<file path="config.mk">
export PLATFORM = sky130hd
export DESIGN_NAME = adts_frame_deframer
export DESIGN_NICKNAME = d
export VERILOG_FILES = /design/src/rtl/afd_pkg.sv /design/src/rtl/afd_front.sv /design/src/rtl/afd_queue.sv /design/src/rtl/afd_back.sv /design/src/rtl/adts_frame_deframer.sv
export SDC_FILE = /design/constraint.sdc
export NUM_CORES = 1
export LEC_CHECK = 0
export ABC_AREA = 1
export BUFFER_PORTS_ARGS = -buffer_cell sky130_fd_sc_hd__buf_2
export CORE_ASPECT_RATIO = 1.75
export CORE_MARGIN = 5
export CORE_UTILIZATION = 61
export CTS_CLUSTER_SIZE = 12
export DETAILED_ROUTE_END_ITERATION = 8
export GPL_TIMING_DRIVEN = 0
export PLACE_DENSITY = 0.77
export SLEW_MARGIN = 10
export SYNTH_ARGS = -nofsm -noshare
export SYNTH_HDL_FRONTEND = slang
export SYNTH_SLANG_ARGS = --single-unit
</file>
<file path="constraint.sdc">
create_clock -name clk -period 6.1 [get_ports clk]
set_input_delay 1.525 -clock clk [delete_from_list [all_inputs] [get_ports clk]]
set_output_delay 1.525 -clock clk [all_outputs]
set_load 0.1 [all_outputs]
</file>
<file path="src/rtl/afd_pkg.sv">
package afd_pkg;

    // Header layout constants
    localparam logic [7:0]  SYNC_BYTE      = 8'hFF;
    localparam logic [7:0]  SYNC_LOW_MASK  = 8'hF0;
    localparam logic [7:0]  LAYER_MASK     = 8'h06;
    localparam logic [3:0]  HDR_LEN_PLAIN  = 4'd7;
    localparam logic [3:0]  HDR_LEN_CRC    = 4'd9;
    localparam logic [3:0]  MAX_RATE_INDEX = 4'd12;
    localparam logic [2:0]  WINDOW_FULL    = 3'd7;
    localparam logic [1:0]  CRC_BYTES      = 2'd2;

    // Widths of the fields
    localparam int unsigned BYTE_BITS     = 8;
    localparam int unsigned FRAME_NUM_BITS = 32;
    localparam int unsigned LEN_BITS      = 13;
    localparam int unsigned LIMIT_BITS    = 17;
    localparam int unsigned CFG_IDX_BITS  = 2;
    localparam int unsigned TDATA_BITS    = 56;

    // Register reset values
    localparam logic [2:0]            RST_OBJECT_TYPE    = 3'd2;
    localparam logic [3:0]            RST_RATE_INDEX     = 4'd4;
    localparam logic [2:0]            RST_CHANNEL_CONFIG = 3'd2;
    localparam logic [LIMIT_BITS-1:0] RST_RESYNC_LIMIT   = 17'h10000;

    typedef enum logic [CFG_IDX_BITS-1:0] {
        REG_OBJECT_TYPE    = 2'd0,
        REG_RATE_INDEX     = 2'd1,
        REG_CHANNEL_CONFIG = 2'd2,
        REG_RESYNC_LIMIT   = 2'd3
    } cfg_index_t;

    typedef enum logic [1:0] {
        PH_HUNT    = 2'd0,
        PH_CRC     = 2'd1,
        PH_PAYLOAD = 2'd2,
        PH_ENDED   = 2'd3
    } phase_t;

    typedef enum logic {
        KIND_PAYLOAD = 1'b0,
        KIND_END     = 1'b1
    } kind_t;

    // One result record as it travels through the queue
    typedef struct packed {
        kind_t                      kind;
        logic [BYTE_BITS-1:0]       payload_byte;
        logic                       last_of_frame;
        logic [FRAME_NUM_BITS-1:0]  frame_number;
        logic [LEN_BITS-1:0]        payload_length;
    } result_t;

endpackage

</file>
<file path="src/rtl/afd_front.sv">
module afd_front #(
    parameter int FRAME_COUNT_BITS = 32
) (
    input  logic                                  clk,
    input  logic                                  rst_n,
    input  logic                                  cfg_valid,
    input  logic [afd_pkg::CFG_IDX_BITS-1:0]      cfg_index,
    input  logic [afd_pkg::LIMIT_BITS-1:0]        cfg_data,
    input  logic                                  byte_accept,
    input  logic [afd_pkg::BYTE_BITS-1:0]         byte_in,
    output logic                                  push,
    output afd_pkg::result_t                      push_data
);

    logic [2:0]                      exp_obj_reg;
    logic [3:0]                      exp_rate_reg;
    logic [2:0]                      exp_chan_reg;
    logic [afd_pkg::LIMIT_BITS-1:0]  limit_reg;

    logic [6:0][7:0]                 window_reg, window_next;
    logic [2:0]                      fill_reg, fill_next;
    afd_pkg::phase_t                 phase_reg, phase_next;
    logic [1:0]                      crc_left_reg, crc_left_next;
    logic [afd_pkg::LEN_BITS-1:0]    left_reg, left_next;
    logic [afd_pkg::LEN_BITS-1:0]    size_reg, size_next;
    logic [afd_pkg::LIMIT_BITS-1:0]  slide_reg, slide_next;
    logic [FRAME_COUNT_BITS-1:0]     fcount_reg, fcount_next;

    logic [6:0][7:0]                 win;
    logic [63:0]                     fcount_wide;
    logic [2:0]                      obj;
    logic [3:0]                      rate;
    logic [2:0]                      chan;
    logic [afd_pkg::LEN_BITS-1:0]    flen;
    logic [3:0]                      hlen;
    logic                            hdr_ok;

    // Configuration registers
    always_ff @(posedge clk or negedge rst_n)
    begin
        if (!rst_n)
        begin
            exp_obj_reg  <= afd_pkg::RST_OBJECT_TYPE;
            exp_rate_reg <= afd_pkg::RST_RATE_INDEX;
            exp_chan_reg <= afd_pkg::RST_CHANNEL_CONFIG;
            limit_reg    <= afd_pkg::RST_RESYNC_LIMIT;
        end
        else if (cfg_valid)
        begin
            unique case (afd_pkg::cfg_index_t'(cfg_index))
                afd_pkg::REG_OBJECT_TYPE:    exp_obj_reg  <= cfg_data[2:0];
                afd_pkg::REG_RATE_INDEX:     exp_rate_reg <= cfg_data[3:0];
                afd_pkg::REG_CHANNEL_CONFIG: exp_chan_reg <= cfg_data[2:0];
                afd_pkg::REG_RESYNC_LIMIT:   limit_reg    <= cfg_data;
                default:                     exp_obj_reg  <= exp_obj_reg;
            endcase
        end
    end

    // Window after the incoming byte shifts in; header fields decoded from it
    always_comb
    begin
        win    = {byte_in, window_reg[6:1]};
        obj    = 3'({1'b0, win[2][7:6]} + 3'd1);
        rate   = win[2][5:2];
        chan   = {win[2][0], win[3][7:6]};
        flen   = {win[3][1:0], win[4], win[5][7:5]};
        hlen   = win[1][0] ? afd_pkg::HDR_LEN_PLAIN : afd_pkg::HDR_LEN_CRC;
        hdr_ok = (win[0] == afd_pkg::SYNC_BYTE)
              && ((win[1] & afd_pkg::SYNC_LOW_MASK) == afd_pkg::SYNC_LOW_MASK)
              && ((win[1] & afd_pkg::LAYER_MASK) == 8'h00)
              && (rate <= afd_pkg::MAX_RATE_INDEX)
              && (flen > afd_pkg::LEN_BITS'(hlen))
              && (win[6][1:0] == 2'b00)
              && (obj == exp_obj_reg)
              && (rate == exp_rate_reg)
              && (chan == exp_chan_reg);
    end

    assign fcount_wide = 64'(fcount_reg);

    always_comb
    begin
        window_next   = window_reg;
        fill_next     = fill_reg;
        phase_next    = phase_reg;
        crc_left_next = crc_left_reg;
        left_next     = left_reg;
        size_next     = size_reg;
        slide_next    = slide_reg;
        fcount_next   = fcount_reg;
        push          = 1'b0;
        push_data     = '0;
        push_data.frame_number = fcount_wide[afd_pkg::FRAME_NUM_BITS-1:0];

        if (byte_accept)
        begin
            unique case (phase_reg)
                afd_pkg::PH_HUNT:
                begin
                    window_next = win;
                    if (fill_reg < afd_pkg::WINDOW_FULL)
                        fill_next = 3'(fill_reg + 3'd1);
                    // a check runs only once the window holds seven bytes
                    if (fill_reg >= 3'(afd_pkg::WINDOW_FULL - 3'd1))
                    begin
                        if (hdr_ok)
                        begin
                            size_next  = 13'(flen - afd_pkg::LEN_BITS'(hlen));
                            left_next  = 13'(flen - afd_pkg::LEN_BITS'(hlen));
                            slide_next = '0;
                            fill_next  = '0;
                            if (hlen == afd_pkg::HDR_LEN_CRC)
                            begin
                                crc_left_next = afd_pkg::CRC_BYTES;
                                phase_next    = afd_pkg::PH_CRC;
                            end
                            else
                                phase_next = afd_pkg::PH_PAYLOAD;
                        end
                        else if (slide_reg >= limit_reg)
                        begin
                            phase_next     = afd_pkg::PH_ENDED;
                            push           = 1'b1;
                            push_data.kind = afd_pkg::KIND_END;
                        end
                        else
                            slide_next = 17'(slide_reg + 17'd1);
                    end
                end
                afd_pkg::PH_CRC:
                begin
                    crc_left_next = (crc_left_reg != 2'd0) ? 2'(crc_left_reg - 2'd1)
                                                           : crc_left_reg;
                    if (crc_left_next == 2'd0)
                        phase_next = afd_pkg::PH_PAYLOAD;
                end
                afd_pkg::PH_PAYLOAD:
                begin
                    push                     = 1'b1;
                    push_data.kind           = afd_pkg::KIND_PAYLOAD;
                    push_data.payload_byte   = byte_in;
                    push_data.payload_length = size_reg;
                    push_data.last_of_frame  = (left_reg <= 13'd1);
                    if (left_reg <= 13'd1)
                    begin
                        left_next   = '0;
                        fcount_next = FRAME_COUNT_BITS'(fcount_reg + 1'b1);
                        phase_next  = afd_pkg::PH_HUNT;
                        fill_next   = '0;
                    end
                    else
                        left_next = 13'(left_reg - 13'd1);
                end
                afd_pkg::PH_ENDED:
                begin
                    phase_next = afd_pkg::PH_ENDED;
                end
                default:
                begin
                    phase_next = afd_pkg::PH_HUNT;
                end
            endcase
        end
    end

    always_ff @(posedge clk or negedge rst_n)
    begin
        if (!rst_n)
        begin
            window_reg   <= '0;
            fill_reg     <= '0;
            phase_reg    <= afd_pkg::PH_HUNT;
            crc_left_reg <= '0;
            left_reg     <= '0;
            size_reg     <= '0;
            slide_reg    <= '0;
            fcount_reg   <= '0;
        end
        else
        begin
            window_reg   <= window_next;
            fill_reg     <= fill_next;
            phase_reg    <= phase_next;
            crc_left_reg <= crc_left_next;
            left_reg     <= left_next;
            size_reg     <= size_next;
            slide_reg    <= slide_next;
            fcount_reg   <= fcount_next;
        end
    end

endmodule

</file>
<file path="src/rtl/afd_queue.sv">
module afd_queue #(
    parameter int DEPTH = 4
) (
    input  logic              clk,
    input  logic              rst_n,
    input  logic              push,
    input  afd_pkg::result_t  push_data,
    input  logic              pop,
    output afd_pkg::result_t  pop_data,
    output logic              not_empty,
    output logic              not_full
);

    localparam int PTR_BITS = (DEPTH > 1) ? $clog2(DEPTH) : 1;

    afd_pkg::result_t        mem [DEPTH];
    logic [PTR_BITS-1:0]     wr_ptr_reg, wr_ptr_next;
    logic [PTR_BITS-1:0]     rd_ptr_reg, rd_ptr_next;
    logic [PTR_BITS:0]       count_reg, count_next;

    assign not_empty = (count_reg != '0);
    assign not_full  = (count_reg != (PTR_BITS+1)'(DEPTH));
    assign pop_data  = mem[rd_ptr_reg];

    always_comb
    begin
        wr_ptr_next = wr_ptr_reg;
        rd_ptr_next = rd_ptr_reg;
        count_next  = count_reg;
        if (push)
            wr_ptr_next = (wr_ptr_reg == PTR_BITS'(DEPTH - 1)) ? '0
                                                               : PTR_BITS'(wr_ptr_reg + 1'b1);
        if (pop)
            rd_ptr_next = (rd_ptr_reg == PTR_BITS'(DEPTH - 1)) ? '0
                                                               : PTR_BITS'(rd_ptr_reg + 1'b1);
        if (push && !pop)
            count_next = (PTR_BITS+1)'(count_reg + 1'b1);
        else if (pop && !push)
            count_next = (PTR_BITS+1)'(count_reg - 1'b1);
    end

    always_ff @(posedge clk)
    begin
        if (push)
            mem[wr_ptr_reg] <= push_data;
    end

    always_ff @(posedge clk or negedge rst_n)
    begin
        if (!rst_n)
        begin
            wr_ptr_reg <= '0;
            rd_ptr_reg <= '0;
            count_reg  <= '0;
        end
        else
        begin
            wr_ptr_reg <= wr_ptr_next;
            rd_ptr_reg <= rd_ptr_next;
            count_reg  <= count_next;
        end
    end

endmodule

</file>
<file path="src/rtl/afd_back.sv">
module afd_back (
    input  logic                               clk,
    input  logic                               rst_n,
    input  logic                               q_not_empty,
    input  afd_pkg::result_t                   q_data,
    output logic                               q_pop,
    output logic                               m_tvalid,
    input  logic                               m_tready,
    output logic [afd_pkg::TDATA_BITS-1:0]     m_tdata,
    output logic                               m_tuser,
    output logic                               m_tlast
);

    logic                                  valid_reg, valid_next;
    logic [afd_pkg::TDATA_BITS-1:0]        tdata_reg;
    logic                                  tuser_reg;
    logic                                  tlast_reg;

    // refill the output stage whenever it is empty or being drained
    assign q_pop      = q_not_empty && (!valid_reg || m_tready);
    assign valid_next = q_pop || (valid_reg && !m_tready);

    always_ff @(posedge clk or negedge rst_n)
    begin
        if (!rst_n)
            valid_reg <= 1'b0;
        else
            valid_reg <= valid_next;
    end

    always_ff @(posedge clk)
    begin
        if (q_pop)
        begin
            tdata_reg <= {3'b000, q_data.payload_length, q_data.frame_number,
                          q_data.payload_byte};
            tuser_reg <= q_data.kind;
            tlast_reg <= q_data.last_of_frame;
        end
    end

    assign m_tvalid = valid_reg;
    assign m_tdata  = tdata_reg;
    assign m_tuser  = tuser_reg;
    assign m_tlast  = tlast_reg;

endmodule

</file>
<file path="src/rtl/adts_frame_deframer.sv">
// Channel    Dir  Handshake              Payload
// s_         in   s_tvalid / s_tready    s_tdata: stream_byte
// m_         out  m_tvalid / m_tready    m_tdata, m_tuser: kind, m_tlast: last_of_frame
// cfg_       in   cfg_valid / cfg_ready  cfg_index, cfg_data
//
// One byte per cycle sustained while the queue has room; the header check on the
// 7-byte window is combinational inside the front end, so each byte is decided
// the cycle it lands. A result is written to the queue at the edge that takes its
// byte and enters the output register once that is empty or being drained.
// rst_n is asynchronous, active low; it restores the register defaults and hunting.
// A stalled m_ side fills the 4-entry queue; s_tready drops only when it is full.
// cfg_ready is always high.
module adts_frame_deframer #(
    parameter int FRAME_COUNT_BITS = 32
) (
    input  logic                                clk,
    input  logic                                rst_n,
    // stream input
    input  logic                                s_tvalid,
    output logic                                s_tready,
    input  logic [afd_pkg::BYTE_BITS-1:0]       s_tdata,   // [7:0] stream_byte
    // result output
    output logic                                m_tvalid,
    input  logic                                m_tready,
    output logic [afd_pkg::TDATA_BITS-1:0]      m_tdata,   // [7:0] payload_byte,
                                                           // [39:8] frame_number,
                                                           // [52:40] payload_length
    output logic                                m_tuser,   // [0] kind
    output logic                                m_tlast,
    // configuration writes
    input  logic                                cfg_valid,
    output logic                                cfg_ready,
    input  logic [afd_pkg::CFG_IDX_BITS-1:0]    cfg_index,
    input  logic [afd_pkg::LIMIT_BITS-1:0]      cfg_data
);

    logic              byte_accept;
    logic              push;
    afd_pkg::result_t  push_data;
    logic              q_pop;
    afd_pkg::result_t  q_data;
    logic              q_not_empty;
    logic              q_not_full;

    // each byte yields at most one result, so a free queue slot is enough
    assign s_tready    = q_not_full;
    assign byte_accept = s_tvalid && s_tready;
    assign cfg_ready   = 1'b1;

    // front end: window, header check, frame tracking
    afd_front #(
        .FRAME_COUNT_BITS (FRAME_COUNT_BITS)
    ) u_front (
        .clk         (clk),
        .rst_n       (rst_n),
        .cfg_valid   (cfg_valid && cfg_ready),
        .cfg_index   (cfg_index),
        .cfg_data    (cfg_data),
        .byte_accept (byte_accept),
        .byte_in     (s_tdata),
        .push        (push),
        .push_data   (push_data)
    );

    // decoupling queue between classification and output
    afd_queue #(
        .DEPTH (4)
    ) u_queue (
        .clk       (clk),
        .rst_n     (rst_n),
        .push      (push),
        .push_data (push_data),
        .pop       (q_pop),
        .pop_data  (q_data),
        .not_empty (q_not_empty),
        .not_full  (q_not_full)
    );

    // back end: output register and stream packing
    afd_back u_back (
        .clk         (clk),
        .rst_n       (rst_n),
        .q_not_empty (q_not_empty),
        .q_data      (q_data),
        .q_pop       (q_pop),
        .m_tvalid    (m_tvalid),
        .m_tready    (m_tready),
        .m_tdata     (m_tdata),
        .m_tuser     (m_tuser),
        .m_tlast     (m_tlast)
    );

endmodule

</file>
Word-level counts from Yosys, hierarchy flattened
Memory sizes are Yosys's and may differ from the RTL's. A register that Yosys moved wholly into a read port is not among the register bits. Index checks and enable logic that the tools add are counted.

Reductions and logical operators: 41. Add/subtract/negate cells: 11. Magnitude comparators: 6. Muxes and demuxes: 40. Eq/ne operators: 22.

Operators by type and width (number): 13-bit two-way mux (5); 17-bit two-way mux (2); 32-bit by 1-bit adder with 32-bit output, second input constant (1); 13-bit one-hot mux with 2 select lines (1); 2-bit two-way mux (12); 3-bit two-way mux (6); 17-bit by 1-bit adder with 17-bit output, second input constant (1); 17-bit greater-or-equal comparator (1); 13-bit by 4-bit > comparator with 1-bit output (1); 13-bit by 1-bit less-or-equal comparator with 1-bit output, second input constant (1); 1-bit logical AND (13); 13-bit by 1-bit subtractor with 13-bit output, second input constant (1); 13-bit by 4-bit subtractor with 13-bit output (1); 2-bit == test, second input constant (6); 2-bit by 1-bit inequality test with 1-bit output, second input constant (6); 4-bit AND reduction (3); 10-bit two-way mux (1); 2-bit AND reduction (5); 5-bit AND reduction (2); 9-bit two-way mux (1); 4-bit == test, second input constant (2); 8-bit == test, second input constant (1); 2-bit zero test (4); 8-bit zero test (1); 24 further kinds (42).

Bits in registers: 165. Output and inout bits: 61. Memory bits (writable): 220. Memories: 1. Bits of input ports: 32.

Memories: u_queue.mem (depth 4, width 55, read ports 1, clocked after memory_dff 1, wr ports 1, RTL line afd_queue.sv:16) `afd_pkg::result_t mem [DEPTH];`.

Depth between registers and ports, before layout
Gate-level depths: netlist of the first run.

Depth in word-level cells: 17. Gate-level depth with buffers: 18. Mapped depth without buffers: 18.

Cells and area by module
From an unflattened synthesis of the first run, not the netlist that was laid out.

Cell total of the unflattened synthesis: 1970. Area total of the unflattened synthesis: 19990.4 um2.

Modules (own cells, without submodules): afd_queue (cells an instance 694, times used 1, area each 9197.6 um2, sequential area each 6781.5 um2); afd_front (cells an instance 1207, times used 1, area each 9047.4 um2, sequential area each 3933.8 um2); afd_back (cells an instance 65, times used 1, area each 1726.7 um2, sequential area each 1676.6 um2); adts_frame_deframer (cells an instance 4, times used 1, area each 18.8 um2, sequential area each 0.0 um2).

Worst setup path after synthesis of the first run
OpenSTA, ideal clock, no wires.

Path kind: input to register. From: input m_tready. To: register u_queue.count_reg[1]. Arrival time: 5.603 ns. Path slack: 0.372 ns. Data required time: 5.975 ns. Stages on the path: 7. Cells stage by stage: inv_1 a21oi_1 inv_1 ha_1 inv_1 fa_1 mux2_2.

Word-level cells in the longest chain between the ends: 5.

RTL lines: from (decl) (RTL line adts_frame_deframer.sv:24) `input logic m_tready,`; 1-bit logical OR (RTL line afd_back.sv:20) `assign q_pop = q_not_empty && (!valid_reg || m_tready);`; 1-bit logical AND (RTL line afd_back.sv:20); named net q_pop (RTL line adts_frame_deframer.sv:40) `logic q_pop;`; 1-bit zero test (RTL line afd_queue.sv:36) `if (push && !pop)`; 1-bit logical AND (RTL line afd_queue.sv:36); 3-bit two-way mux (RTL line afd_queue.sv:36); named net u_queue.count_next[1] (RTL line afd_queue.sv:19) `logic [PTR_BITS:0] count_reg, count_next;`; to (signal assigned) (RTL line afd_queue.sv:60) `count_reg <= count_next;`; to (decl) (RTL line afd_queue.sv:19).

The timed path passes the listed nets, and every way through them passes these cells. A chain may end at the register's enable or synchronous reset.

Worst setup path in the final report of the first run
From: input s_tdata[0] (netlist bit). To: register u_queue.count_reg[1].

RTL lines: from (decl) (RTL line adts_frame_deframer.sv:21) `input logic [afd_pkg::BYTE_BITS-1:0] s_tdata,`; 2-bit zero test (RTL line afd_front.sv:74) `&& (win[6][1:0] == 2'b00)`; 1-bit logical AND (RTL line afd_front.sv:74); 1-bit logical AND (RTL line afd_front.sv:75) `&& (obj == exp_obj_reg)`; 1-bit logical AND (RTL line afd_front.sv:76) `&& (rate == exp_rate_reg)`; 1-bit logical AND (RTL line afd_front.sv:77) `&& (chan == exp_chan_reg);`; 1-bit two-way mux (RTL line afd_front.sv:107) `if (hdr_ok)`; 1-bit two-way mux (RTL line afd_front.sv:105) `if (fill_reg >= 3'(afd_pkg::WINDOW_FULL - 3'd1))`; 1-bit one-hot mux with 2 select lines (RTL line afd_front.sv:98) `unique case (phase_reg)`; 1-bit two-way mux (RTL line afd_front.sv:96) `if (byte_accept)`; named net push (RTL line adts_frame_deframer.sv:38) `logic push;`; 1-bit logical AND (RTL line afd_queue.sv:36); 3-bit two-way mux (RTL line afd_queue.sv:36); named net u_queue.count_next[1] (RTL line afd_queue.sv:19).

The timed path passes the listed nets, and every way through them passes these cells.

==> impl_metrics.csv, run 1 <==
group,metric,value,unit
yosys,yosysUniqueCellTypes,45,
worst_setup_path,slowest_delay,0.41,ns
detailed_routing,dr_total_vias,13400,
worst_setup_path,critPathCapture,"u_queue.count_reg[1]",
yosys,syn_inst,1813,
min_path,min_from,"u_front.win[44]",
worst_setup_path,path_common_cell,"nand2_1",
cells_and_area,syn_to_final_growth,13.1,%
power_and_ir_drop,leakagePower,8.99,nW
detailed_routing,wl,42900,um
worst_setup_path,crit_type,"in -> reg",
timing,maxSlewHeadroom,0.505,
yosys,synth-seq-area-share,0.649,
die,initial_core_util,0.619,
yosys,synth-async-reset-ratio,0.375,
timing,fin_crit_sh,0.581,
worst_setup_path,worst-path-buf-inv,3,
clocking,cts_sinks,440,
cells_and_area,antenna_cells,0,
worst_setup_path,cp_data_arrival_time,3.98,ns
run,timing.max_cap.violations,0,
worst_setup_path,worstPathCellList,"buf_2 > inv_1 > nand2_1 > nor2_1 > nand2_1 > nor2_1 > nand2_1 > nor2_4 > nand3_4 > nand3_1 > nand2_1 > ha_1 > inv_1 > fa_1 > mux2_2",
power_and_ir_drop,p_seq_frac,0.394,
detailed_routing,wl_per_cell,18.0,um
clocking,insertion_delay,0.55,ns
timing,fin_worst_skew,0.0189,ns
timing,maxSlewViolCount,0,
detailed_routing,antenna_left,0,
detailed_routing,drtPass1Iterations,5,
timing,finalHoldViolations,0,
clocking,cts_hold_buf,0,
yosys,syn_avg_cell_area,10.5,um^2
status,outcome,"completed",
clocking,ctsResizeCount,0,
global_routing,antenna_found_initial,0,
die,core_area,30800,um^2
worst_setup_path,crit-reg2reg-launch,"u_front.win[8]",
clocking,cts_tree,"done",
clocking,clock-root-buffer,"clkbuf_16",
cells_and_area,largest_register_ffs,220,
timing,worst_slack,2.56,ns
worst_setup_path,crit_cells,15,
min_path,min_path_type,"reg -> reg",
power_and_ir_drop,ir_drop,0.504,mV
placed_design,port-buffer-count,88,
power_and_ir_drop,power_density,452,nW/um^2
die,fp-row-count,85,
cells_and_area,fill_cells,2205,
die,die_h,244,um
detailed_routing,viasPerCell,5.63,
yosys,yosysMostFrequentCell,"nand2_1",
cells_and_area,nNetsFinal,2026,
power_and_ir_drop,clockPowerShare,0.251,
clocking,htree_levels,2,
clocking,clkTransAtPathRegs,0.06,ns
global_routing,grt_pass1_wl,68400,um
detailed_routing,drc,0,
yosys,yosysWarnings,0,
worst_setup_path,required,6.53,ns
clocking,clk_path_buf_depth,3,
placed_design,post-place-ws,2.01,ns
yosys,synth_ff_type,"edfxtp_1",
worst_setup_path,crit_slowest_cell,"fa_1",
timing,grt_setup_unrepaired,"no",
timing,fmax,282,MHz
timing,worstMarginPinSlew,0.737,ns
power_and_ir_drop,p_int,5.74,mW
clocking,cts_setup_buffers,0,
cells_and_area,final_util,0.700,
global_routing,grt_usage,0.248,
worst_setup_path,startpoint,"s_tdata[0]",
worst_setup_path,cp_top_family,"simple AND/OR/NAND/NOR gates",
detailed_routing,drt_iter0_markers,1000,
timing,setup_viol,0,
yosys,yosys-top-cells-area,"edfxtp_1, dfrtp_1, nand2_1, o21ai_0, nor2_1",
power_and_ir_drop,p_switching,4.01,mW
yosys,yosysTopAreaCellShare,0.433,
worst_setup_path,critPathMaxFanout,9,
global_routing,grt_max_degree,86,
die,die_area,35100,um^2
worst_setup_path,ff2ff_path_depth,13,
power_and_ir_drop,p_sw_frac,0.411,
clocking,numCtsBuffers,43,
yosys,syn_area,19100,um^2
yosys,synthTopCellsByCount,"nand2_1, edfxtp_1, nor2_1, o21ai_0, dfrtp_1",
yosys,yosysTopAreaCell,"edfxtp_1",
cells_and_area,drive_above_1_share,0.106,
power_and_ir_drop,combPwrFrac,0.356,
worst_setup_path,start_kind,"primary input",
worst_setup_path,endpoint_kind,"flop",
timing,min_period,3.54,ns
yosys,synth.ff_latch_count,440,
die,die_w,144,um
placed_design,place.gp.congestion,0.948,
global_routing,grt_overflow,0,
timing,tns,0,ns
worst_setup_path,r2r_end,"u_queue.mem[1][30]",
worst_setup_path,r2r_slack,2.66,ns
placed_design,dp_hpwl,30300,um
global_routing,grt_pass1_vias,13600,
die,io_pins,93,
yosys,synth_edf_count,275,
timing,whs,0.474,ns
## worst min-delay path, delay by kind of cell, from the launching register on
kind          cells  cell delay [ns]
flops             1             0.34
simple gates      2             0.10
## per-stage QoR
step           area [um^2]  power, mW  instances
2_1_floorplan        19100       6.50       1815
3_3_place_gp         20000       7.26       2294
3_5_place_dp         20300       7.35       2305
4_1_cts              21600       9.80       2383
5_1_grt              21600       10.2       2383
6_report             21600       9.75       2383
## routing by layer
| layer | vias up | global-route usage | wire length (um) |
|---|---|---|---|
| met2 | 421 | 0.469 | 24000 |
| met5 | - | 0 | 0 |
| met4 | 0 | 0.124 | 2060 |
| met3 | 129 | 0.0307 | 1880 |
| li1 | 6423 | - | - |
| met1 | 6452 | 0.264 | 14900 |
## power groups by stage
stage               Clock [mW]  Combinational (mW)  Sequential [mW]
floorplan                    0                1.42             5.08
global placement             0                3.36             3.90
detailed placement           0                3.46             3.89
CTS                       2.48                3.48             3.84
global route              2.60                3.73             3.88
finish                    2.44                3.47             3.84
## worst min-delay path by stage
| stage | end | slack [ns] | depth (start not counted) |
|---|---|---|---|
| 2_1_floorplan | u_front.size_reg[10] | 0.44 | 2 |
| 3_3_place_gp | u_front.size_reg[3] | 0.46 | 2 |
| 3_5_place_dp | u_front.win[44] | 0.46 | 2 |
| 4_1_cts | u_front.win[44] | 0.47 | 2 |
| 5_1_grt | u_front.win[17] | 0.50 | 2 |
| 6_report | u_front.win[44] | 0.47 | 2 |
## cells in the final DEF, fill, tap and decap left out, types with 17 or more instances in the layout
| cell | count |
|---|---|
| xnor2_1 | 19 |
| nor3_1 | 27 |
| o22ai_1 | 55 |
| edfxtp_1 | 275 |
| o21ai_0 | 191 |
| nand4_1 | 17 |
| dfrtp_1 | 161 |
| nand3_1 | 79 |
| ha_1 | 33 |
| clkbuf_16 | 45 |
| a21oi_1 | 24 |
| clkbuf_1 | 79 |
| nor2_1 | 237 |
| inv_1 | 134 |
| buf_2 | 98 |
| xor2_1 | 48 |
| nand2_1 | 365 |
## logic make-up (layout without fill, tap and decap cells)
kind of cell | after synthesis | in the layout | share of synthesized area
other | 2 | 4 | 0.000394
adders and majority gates | 35 | 35 | 0.0237
DFF | 440 | 440 | 0.649
xor gates and xnor gates | 67 | 67 | 0.0308
buffers and inverters | 208 | 385 | 0.0435
AOI/OAI and AO/OA | 294 | 294 | 0.0827
muxes | 1 | 1 | 0.000590
and+or+nand+nor | 766 | 766 | 0.169
## final cells by class
| cell class | count | area, um^2 | share of cell area |
|---|---|---|---|
| clock buffer | 75 | 1240 | 0.0574 |
| buffer | 66 | 292 | 0.0135 |
| inverter | 142 | 538 | 0.0249 |
| clock inverter | 3 | 33.8 | 0.00157 |
| sequential | 440 | 12400 | 0.574 |
| tap | 391 | 489 | 0.0227 |
| timing repair buffer | 99 | 686 | 0.0318 |
| multi-input combinational | 1167 | 5910 | 0.274 |
No activity file was read; power rests on OpenSTA's default activity.
==> run 2, diff against run 1 <==
--- a/config.mk
+++ b/config.mk
@@ -9,11 +9,11 @@
 export BUFFER_PORTS_ARGS = -buffer_cell sky130_fd_sc_hd__buf_2
 export CORE_ASPECT_RATIO = 1.75
 export CORE_MARGIN = 5
-export CORE_UTILIZATION = 61
+export CORE_UTILIZATION = 55
 export CTS_CLUSTER_SIZE = 12
 export DETAILED_ROUTE_END_ITERATION = 8
 export GPL_TIMING_DRIVEN = 0
-export PLACE_DENSITY = 0.77
+export PLACE_DENSITY = 0.74
 export SLEW_MARGIN = 10
 export SYNTH_ARGS = -nofsm -noshare
 export SYNTH_HDL_FRONTEND = slang
==> constraint.sdc (replaced) <==
create_clock -name clk -period 2.9 [get_ports clk]
set_input_delay 0.725 -clock clk [delete_from_list [all_inputs] [get_ports clk]]
set_output_delay 0.725 -clock clk [all_outputs]
set_load 0.1 [all_outputs]
==> impl_metrics.csv, run 2 (synthesized netlist as in run 1, its figures left out) <==
group,metric,value,unit
min_path,min_path_type,"in -> async",
cells_and_area,design_area,21800,um^2
detailed_routing,drtPass1Iterations,5,
global_routing,grt_overflow,0,
cells_and_area,drive_above_1_share,0.119,
detailed_routing,viasPerCell,5.43,
cells_and_area,final_util,0.635,
global_routing,grt_usage,0.233,
clocking,cts_tree,"done",
die,die_area,38700,um^2
cells_and_area,final_cell_mix,"nand2_1, edfxtp_1, nor2_1",
timing,whs,0.0929,ns
clocking,clk_path_buf_depth,3,
global_routing,grt_pass1_wl,70600,um
die,core_area,34300,um^2
clocking,htree_levels,2,
cells_and_area,antenna_cells,0,
power_and_ir_drop,leakagePower,9.03,nW
clocking,insertion_delay,0.55,ns
worst_setup_path,endpoint_kind,"flop",
die,io_pins,93,
cells_and_area,largest_register_ffs,220,
timing,fin_worst_skew,0.0212,ns
power_and_ir_drop,combPwrFrac,0.360,
status,outcome,"completed",
timing,fmax,363,MHz
placed_design,port-buffer-count,88,
cells_and_area,syn_to_final_growth,14.4,%
placed_design,place_inst,2374,
power_and_ir_drop,ir_drop,0.587,mV
worst_setup_path,critPathMaxFanout,3,
global_routing,antenna_found_initial,0,
die,initial_core_util,0.556,
power_and_ir_drop,p_seq_frac,0.392,
worst_setup_path,crit_type,"reg -> reg",
detailed_routing,drc,0,
clocking,clock-root-buffer,"clkbuf_16",
power_and_ir_drop,p_int,12.1,mW
power_and_ir_drop,p_switching,8.56,mW
worst_setup_path,required,3.33,ns
timing,grt_setup_unrepaired,"yes",
run,timing.max_cap.violations,0,
timing,min_period,2.75,ns
placed_design,place.gp.congestion,0.934,
worst_setup_path,start_kind,"flop",
worst_setup_path,cp_data_arrival_time,3.19,ns
clocking,cts_hold_buf,0,
global_routing,grt_pass1_vias,13800,
timing,setup_viol,0,
die,die_w,151,um
global_routing,grt_max_degree,112,
timing,fin_crit_sh,0.949,
cells_and_area,layout_commonest_cell,"nand2_1",
detailed_routing,antenna_left,0,
cells_and_area,layout.cells.non_filler,2461,
detailed_routing,dr_total_vias,13400,
placed_design,dp_hpwl,32100,um
timing,worstMarginPinSlew,0.679,ns
die,fp-row-count,90,
timing,maxSlewViolCount,0,
placed_design,placed_cell_area,20500,um^2
cells_and_area,nNetsFinal,2034,
timing,finalHoldViolations,0,
detailed_routing,wl,44500,um
timing,maxSlewHeadroom,0.548,
detailed_routing,drt_iter0_markers,865,
power_and_ir_drop,p_sw_frac,0.414,
clocking,clkTransAtPathRegs,0.06,ns
power_and_ir_drop,clockPowerShare,0.247,
clocking,numCtsBuffers,43,
power_and_ir_drop,power.total,20.7,mW
die,die_h,256,um
clocking,cts_sinks,440,
detailed_routing,wl_per_cell,18.1,um
power_and_ir_drop,power_density,946,nW/um^2
==> run 2: cell count changes in the layout (fill, tap and decap cells not counted), sizes merged <==
| cell | delta |
|---|---|
| clkinv | +1 |
| clkbuf | -1 |
| inv | +1 |
| buf | +8 |
==> run 2: stage by stage <==
stage | setup TNS [ns] | setup slack (ns)
finish | 0 | 0.147
global route | -0.0185 | -0.0185
CTS | 0 | 0.0138
detailed placement | -6.92 | -0.244
global placement | -443.77 | -1.83
floorplan | -0.0563 | -0.0563
==> run 2: power by group through the flow <==
| stage | combinational (mW) | sequential [mW] | clock (mW) |
|---|---|---|---|
| after CTS | 7.43 | 8.10 | 5.20 |
| after global routing | 8.01 | 8.18 | 5.45 |
| after floorplan | 3.02 | 10.7 | 0 |
| after detailed placement | 7.37 | 8.22 | 0 |
| after global placement | 7.18 | 8.19 | 0 |
| final | 7.44 | 8.10 | 5.11 |
==> run 2: worst paths after layout <==
kind	endpoint	start	slack (ns)	cells past startpoint
worst max-delay path	u_queue.count_reg[1]	u_front.win[8]	0.15	15
max in group asynchronous	u_back.m_tvalid	rst_n	1.88	2
min in group clk	u_front.limit_reg[11]	cfg_data[11]	0.44	3
worst max register to register	u_queue.count_reg[1]	u_front.win[8]	0.15	15
worst min register to register	u_front.size_reg[9]	u_front.size_reg[9]	0.47	2
worst min-delay path	u_front.flen[9]	rst_n	0.09	1
==> run 2: area by class of cell <==
cell class                 count  area [um^2]
sequential                   440        12400
timing repair buffer         107          766
clock buffer                  74         1210
inverter                     142          558
tap                          460          576
buffer                        66          292
fill                        2712        12500
multi-input combinational   1167         5980
clock inverter                 5         40.0
==> run 2: critical path, stage by stage, from the launching register on <==
cell	delay [ns]
dfrtp_1	0.43
inv_4	0.12
ha_4	0.21
ha_1	0.18
inv_1	0.09
nor3_2	0.04
nand2_1	0.12
nand2_2	0.08
nor2_4	0.14
nand3_4	0.09
nand3_2	0.10
nand2_4	0.07
ha_2	0.18
inv_2	0.07
fa_1	0.42
mux2_4	0.27
==> run 2: routing by layer <==
layer | vias up | wire [um] | track usage | part of all wire
met1 | 6429 | 15800 | 0.246 | 0.35
met4 | 0 | 2190 | 0.107 | 0.049
met3 | 119 | 1700 | 0.0288 | 0.038
li1 | 6449 | - | - | -
met5 | - | 0 | 0 | 0
met2 | 378 | 24900 | 0.446 | 0.56
==> run 2: what timing repair did <==
action                                  in CTS  in global routing
setup buffers                                5                  3
endpoints found under the setup margin      76                  2
hold endpoints to repair                     0                  0
resized for setup                            3                  9
pin swaps                                    5                  5
